[config.mk]
export PLATFORM = sky130hd
export DESIGN_NAME = smrd_ctrl
export DESIGN_NICKNAME = d
export VERILOG_FILES = /design/src/rtl/shared_memory_race_detector_unit_assert.svh /design/src/rtl/smrd_pkg.sv /design/src/rtl/smrd_ctrl.sv
export SDC_FILE = /design/constraint.sdc
export NUM_CORES = 1
export LEC_CHECK = 0
export ABC_AREA = 1
export BUFFER_PORTS_ARGS = -buffer_cell sky130_fd_sc_hd__buf_4
export CORE_AREA = 2 2 39 41
export CTS_CLUSTER_DIAMETER = 50
export DETAILED_ROUTE_END_ITERATION = 7
export DIE_AREA = 0 0 41 43
export GPL_TIMING_DRIVEN = 0
export SYNTH_ARGS = -nofsm -noshare
export SYNTH_HDL_FRONTEND = slang
export SYNTH_SLANG_ARGS = --single-unit
export TNS_END_PERCENT = 50
[constraint.sdc]
create_clock -name i_clk -period 1.6 [get_ports i_clk]
set_clock_uncertainty 0.2 [all_clocks]
set_input_delay 0 -clock i_clk [delete_from_list [all_inputs] [get_ports i_clk]]
set_output_delay 0 -clock i_clk [all_outputs]
set_load 0.005 [all_outputs]
[src/rtl/shared_memory_race_detector_unit_assert.svh]
// Assertion macros shared by the race detector RTL.
`ifndef SHARED_MEMORY_RACE_DETECTOR_UNIT_ASSERT_SVH
`define SHARED_MEMORY_RACE_DETECTOR_UNIT_ASSERT_SVH

`ifndef SYNTHESIS
// Same-cycle implication, disabled while reset is asserted.
`define SMRD_ASSERT_IMP(lbl, clk, rst_n, ante, cons) \
    lbl: assert property (@(posedge clk) disable iff (!rst_n) (ante) |-> (cons)) \
        else $error("smrd assertion failed");
// Next-cycle implication, disabled while reset is asserted.
`define SMRD_ASSERT_NXT(lbl, clk, rst_n, ante, cons) \
    lbl: assert property (@(posedge clk) disable iff (!rst_n) (ante) |=> (cons)) \
        else $error("smrd assertion failed");
`else
`define SMRD_ASSERT_IMP(lbl, clk, rst_n, ante, cons)
`define SMRD_ASSERT_NXT(lbl, clk, rst_n, ante, cons)
`endif

`endif

[src/rtl/smrd_pkg.sv]
// Package of the race detector: defaults, mode codes, states and control structs.
`timescale 1ns / 1ps
package smrd_pkg;

    localparam int SMRD_DEPTH       = 1024;
    localparam int SMRD_THREAD_BITS = 16;
    localparam int SMRD_GROUP_BITS  = 16;

    typedef enum logic [1:0] {
        MODE_READ   = 2'd0,
        MODE_WRITE  = 2'd1,
        MODE_LOCAL  = 2'd2,
        MODE_GLOBAL = 2'd3
    } t_mode;

    typedef enum logic [2:0] {
        ST_WIPE,
        ST_IDLE,
        ST_LOCAL,
        ST_LTAIL,
        ST_FETCH,
        ST_EXEC,
        ST_FINISH
    } t_state;

    typedef struct packed {
        logic load_item;
        logic cnt_clr;
        logic wipe;
        logic sweep_rd;
        logic fetch_rd;
        logic exec;
        logic finish;
    } t_ctrl_cmd;

    typedef struct packed {
        t_mode in_mode;
        logic  in_access_ok;
        logic  cnt_last;
        logic  out_free;
    } t_dp_status;

endpackage

[src/rtl/smrd_ctrl.sv]
// Controller state machine: sequences accesses, table sweeps and result loading.
`timescale 1ns / 1ps
module smrd_ctrl
    import smrd_pkg::*;
(
    input  logic       i_clk,
    input  logic       i_rst_n,
    input  logic       i_in_valid,
    output logic       o_in_stall,
    input  t_dp_status i_status,
    output t_ctrl_cmd  o_cmd
);

    t_state r_state, n_state;
    logic   r_report, n_report;
    logic   ready, accept;

    // A beat is taken in IDLE, or in EXEC or FINISH when the result slot is free.
    always_comb begin
        case (r_state)
            ST_IDLE:   ready = 1'b1;
            ST_EXEC:   ready = i_status.out_free;
            ST_FINISH: ready = i_status.out_free;
            default:   ready = 1'b0;
        endcase
    end

    assign accept     = ready && i_in_valid;
    assign o_in_stall = !ready;

    always_comb begin
        n_state  = r_state;
        n_report = r_report;
        case (r_state)
            ST_WIPE: begin
                if (i_status.cnt_last) begin
                    n_state = r_report ? ST_FINISH : ST_IDLE;
                end
            end
            ST_LOCAL: begin
                if (i_status.cnt_last) begin
                    n_state = ST_LTAIL;
                end
            end
            ST_LTAIL: begin
                n_state = ST_FINISH;
            end
            ST_FETCH: begin
                n_state = ST_EXEC;
            end
            ST_IDLE, ST_EXEC, ST_FINISH: begin
                if (ready) begin
                    n_state = ST_IDLE;
                end
            end
            default: begin
                n_state = ST_IDLE;
            end
        endcase
        if (accept) begin
            case (i_status.in_mode)
                MODE_GLOBAL: begin
                    n_state  = ST_WIPE;
                    n_report = 1'b1;
                end
                MODE_LOCAL: begin
                    n_state = ST_LOCAL;
                end
                default: begin
                    n_state = i_status.in_access_ok ? ST_FETCH : ST_FINISH;
                end
            endcase
        end
    end

    always_comb begin
        o_cmd           = '0;
        o_cmd.load_item = accept;
        o_cmd.cnt_clr   = accept;
        case (r_state)
            ST_WIPE:   o_cmd.wipe     = 1'b1;
            ST_LOCAL:  o_cmd.sweep_rd = 1'b1;
            ST_FETCH:  o_cmd.fetch_rd = 1'b1;
            ST_EXEC:   o_cmd.exec     = i_status.out_free;
            ST_FINISH: o_cmd.finish   = i_status.out_free;
            default:   o_cmd.wipe     = 1'b0;
        endcase
    end

    always_ff @(posedge i_clk) begin
        if (!i_rst_n) begin
            r_state  <= ST_WIPE;
            r_report <= 1'b0;
        end else begin
            r_state  <= n_state;
            r_report <= n_report;
        end
    end

endmodule

==> out/qor.csv <==
stage,metric,value,unit
sta,fin_crit_sh,96.6,%
synth,ys_seq_area_share,22.2,%
grt,grt_max_degree,8,
sta,hold_slack,-7.11,ps
grt,grt_first_pass_wirelength,1.47,mm
worst_setup_path,r2r-start,r_state[0],
clock_network,clk_pin_slew,40,ps
sta,tightest_slew,176,ps
power_and_ir_drop,power_leakage,0.312,nW
clock_network,cts_buffer_depth,2,
die,io_pins,16,
synth,ys_ff_latch,4,
worst_setup_path,cp_max_fo,2,
synth,yosys_warnings,0,
route,initialDrtViolationCount,11,
final_layout,final_nets,96,
synth,synth_adder_area_share,0,%
synth,netlist_instances,63,
route,drt-total-wl,844,µm
clock_network,cts-root-buf,clkbuf_4,
synth,synth_mux_area_share,0,%
synth,synth.most_common_cell,nand2_1,
synth,synthFlopType,dfxtp_1,
route,wl_met3,20,µm
synth,syn_area_per_cell,5.72,µm²
worst_setup_path,end_kind,flip-flop,
sta,min_period,1550,ps
final_layout,antennaDiodeCount,0,
worst_setup_path,worstPathArrival,1470,ps
synth,yosysUniqueCellTypes,17,
final_layout,regArea,82.6,µm²
sta,maxSlewViolCount,0,
route,final_antenna_net_count,0,
hold_path,hold_start,i_status[4],
clock_network,numCtsBuffers,3,
synth,synth_compound_area_share,6.25,%
final_layout,multi_input_area,221,µm²
worst_setup_path,crit_chain,dlygate4sd3_1 > buf_4 > nand2_1 > dlygate4sd3_1 > nor2_2 > o21a_1,
clock_network,cts_tree,yes,
route,dr.pass1.iters,3,
place,dp.cells,94,
worst_setup_path,cpMostUsedCell,dlygate4sd3_1,
synth,synthSimpleGateAreaFrac,53.8,%
synth,synth_xor_area_share,0,%
worst_setup_path,r2r_slack,280,ps
synth,yosysTopAreaCellShare,22.2,%
die,dieArea,0.00176,mm²
clock_network,worstSkewPairLatency,230,ps
place,dpl.hpwl,679,µm
worst_setup_path,path_buf_inv,3,
route,drt-met1-wl,417,µm
flow_run,cap_violations,0,
synth,netlist_area,360,µm²
grt,grt_overflow,0,
die,row_count,14,
route,routedWlPerCell,8.27,µm
worst_setup_path,slowest_stage,dlygate4sd3_1,
final_layout,syn_to_final_growth,59.0,%
place,io_buffers,15,
worst_setup_path,crit_family,buffers and inverters,
synth,synth_nets,71,
route,route.vias.total,435,
run_status,violations,negative hold slack,
route,via_per_inst,4.26,
clock_network,htreeDepth,1,
worst_setup_path,crit_path_start,i_status[3],
clock_network,cts.sinks,4,
route,top_layer_used,met4,
synth,synth_common_cells,"nand2_1 (16), inv_1 (10), nor2_1 (9)",
synth,netlist.top_cell.by_area,dfxtp_1,
sta,fmax,0.647,GHz
power_and_ir_drop,powerDensity,1240,mW/mm²
worst_setup_path,max_stage_delay,560,ps
grt,antenna_found_initial,0,
die,core,0.00138,mm²
run_status,status,finished with violations,
hold_path,hold_path.class,in2reg,
sta,slew-limit-headroom,88.2,%
sta,setup_ws,54.9,ps
sta,finalHoldViolCount,1,
synth,synth_edf_count,0,
synth,synth.area.top_cells,"dfxtp_1 (22%), nand2_1 (17%), inv_1 (10%)",
final_layout,layout-drive-gt1-share,38.4,%
route,drc,0,
worst_setup_path,path_class,in2reg,
die,die_y,43,µm
die,start_util,26.0,%
worst_setup_path,required,1520,ps
grt,grt_usage,12.4,%
worst_setup_path,cp-start-kind,primary input,
final_layout,stdcell_count,102,
grt,grt_pass1_vias,390,
sta,rsz0062_at_grt,false,
die,die_x,41,µm
power_and_ir_drop,ir_worst_vdd,575,µV
sta,setup_viol,0,
route,wl_met2,392,µm
place,place_ws,235,ps
synth,synth_top_family_by_area,simple AND/OR/NAND/NOR gates,
sta,setup_tns,0,ps
synth,async_flop_share,0,%
place,place.gp.congestion,0.755,
final_layout,nFillCells,154,
-- cell type report --
cell class,instances,share of cell area [%]
Multi-Input combinational cell,44,38.6
Timing Repair Buffer,20,28.4
Sequential cell,4,14.4
Inverter,13,8.52
Clock buffer,3,3.93
Tap cell,16,3.49
Buffer,2,2.62
-- placed cells by master (no fill, tap or decap) --
cell type       n
o21ai_0         1
inv_2           3
dlygate4sd3_1   5
a21oi_1         2
nand3_2         2
nand2_2         3
inv_1          10
nand3_1         3
o21a_1          1
nor2_4          1
nand2_1        16
clkbuf_4        3
nor2_2          1
nand2_4         1
nand4_1         2
nor2_1          9
nor3_1          2
dfxtp_2         2
buf_4          17
dfxtp_1         2
-- flip-flops by register name, indices dropped and copies added (netlist names) --
register,flops
r_state,3
r_report,1
-- power breakdown --
part	internal [mW]	switching, mW	total (mW)
clock network	0.0837	0.0380	0.122
logic	0.194	0.223	0.417
registers	0.133	0.0417	0.175
total	0.410	0.303	0.713
-- timing repair --
item | CTS | global route
setup buffers | 0 | 0
endpoints found under the setup margin | 0 | 2
endpoints found under the hold margin | 4 | 0
hold buffers | 5 | 0
gates resized for setup | 0 | 3
-- cells by family (layout without fill, tap and decap cells) --
group,after synthesis,count (layout)
and+or+nand+nor,40,40
buffers and inverters,15,38
DFF,4,4
AOI/OAI and AO/OA,4,4
-- final timing paths --
path                 to  cells after the start
max reg2reg  r_state[1]                      8
min          r_state[2]                      6
max            r_report                      6
min reg2reg    r_report                      1
-- worst register-to-register path, stage by stage (launching register included) --
cell,delay (ps)
dfxtp_1,330
nor2_1,130
inv_1,70
nor2_1,160
inv_1,70
nand2_2,100
nand2_1,50
nand2_1,50
nor2_1,40
-- stage by stage --
stage               area, µm²  util [%]  total power [mW]
finish                    573      41.4             0.713
global route              573      41.4             0.796
CTS                       566      40.9             0.716
detailed placement        493      35.6             0.578
global placement          493      35.6             0.571
floorplan                 360         -             0.429
-- layer usage --
layer,vias up,track usage [%]
li1,239,-
met1,186,16.0
met2,8,17.5
met3,2,3.14
met4,0,8.00
met5,-,0
(Power assumes the default switching activity.)
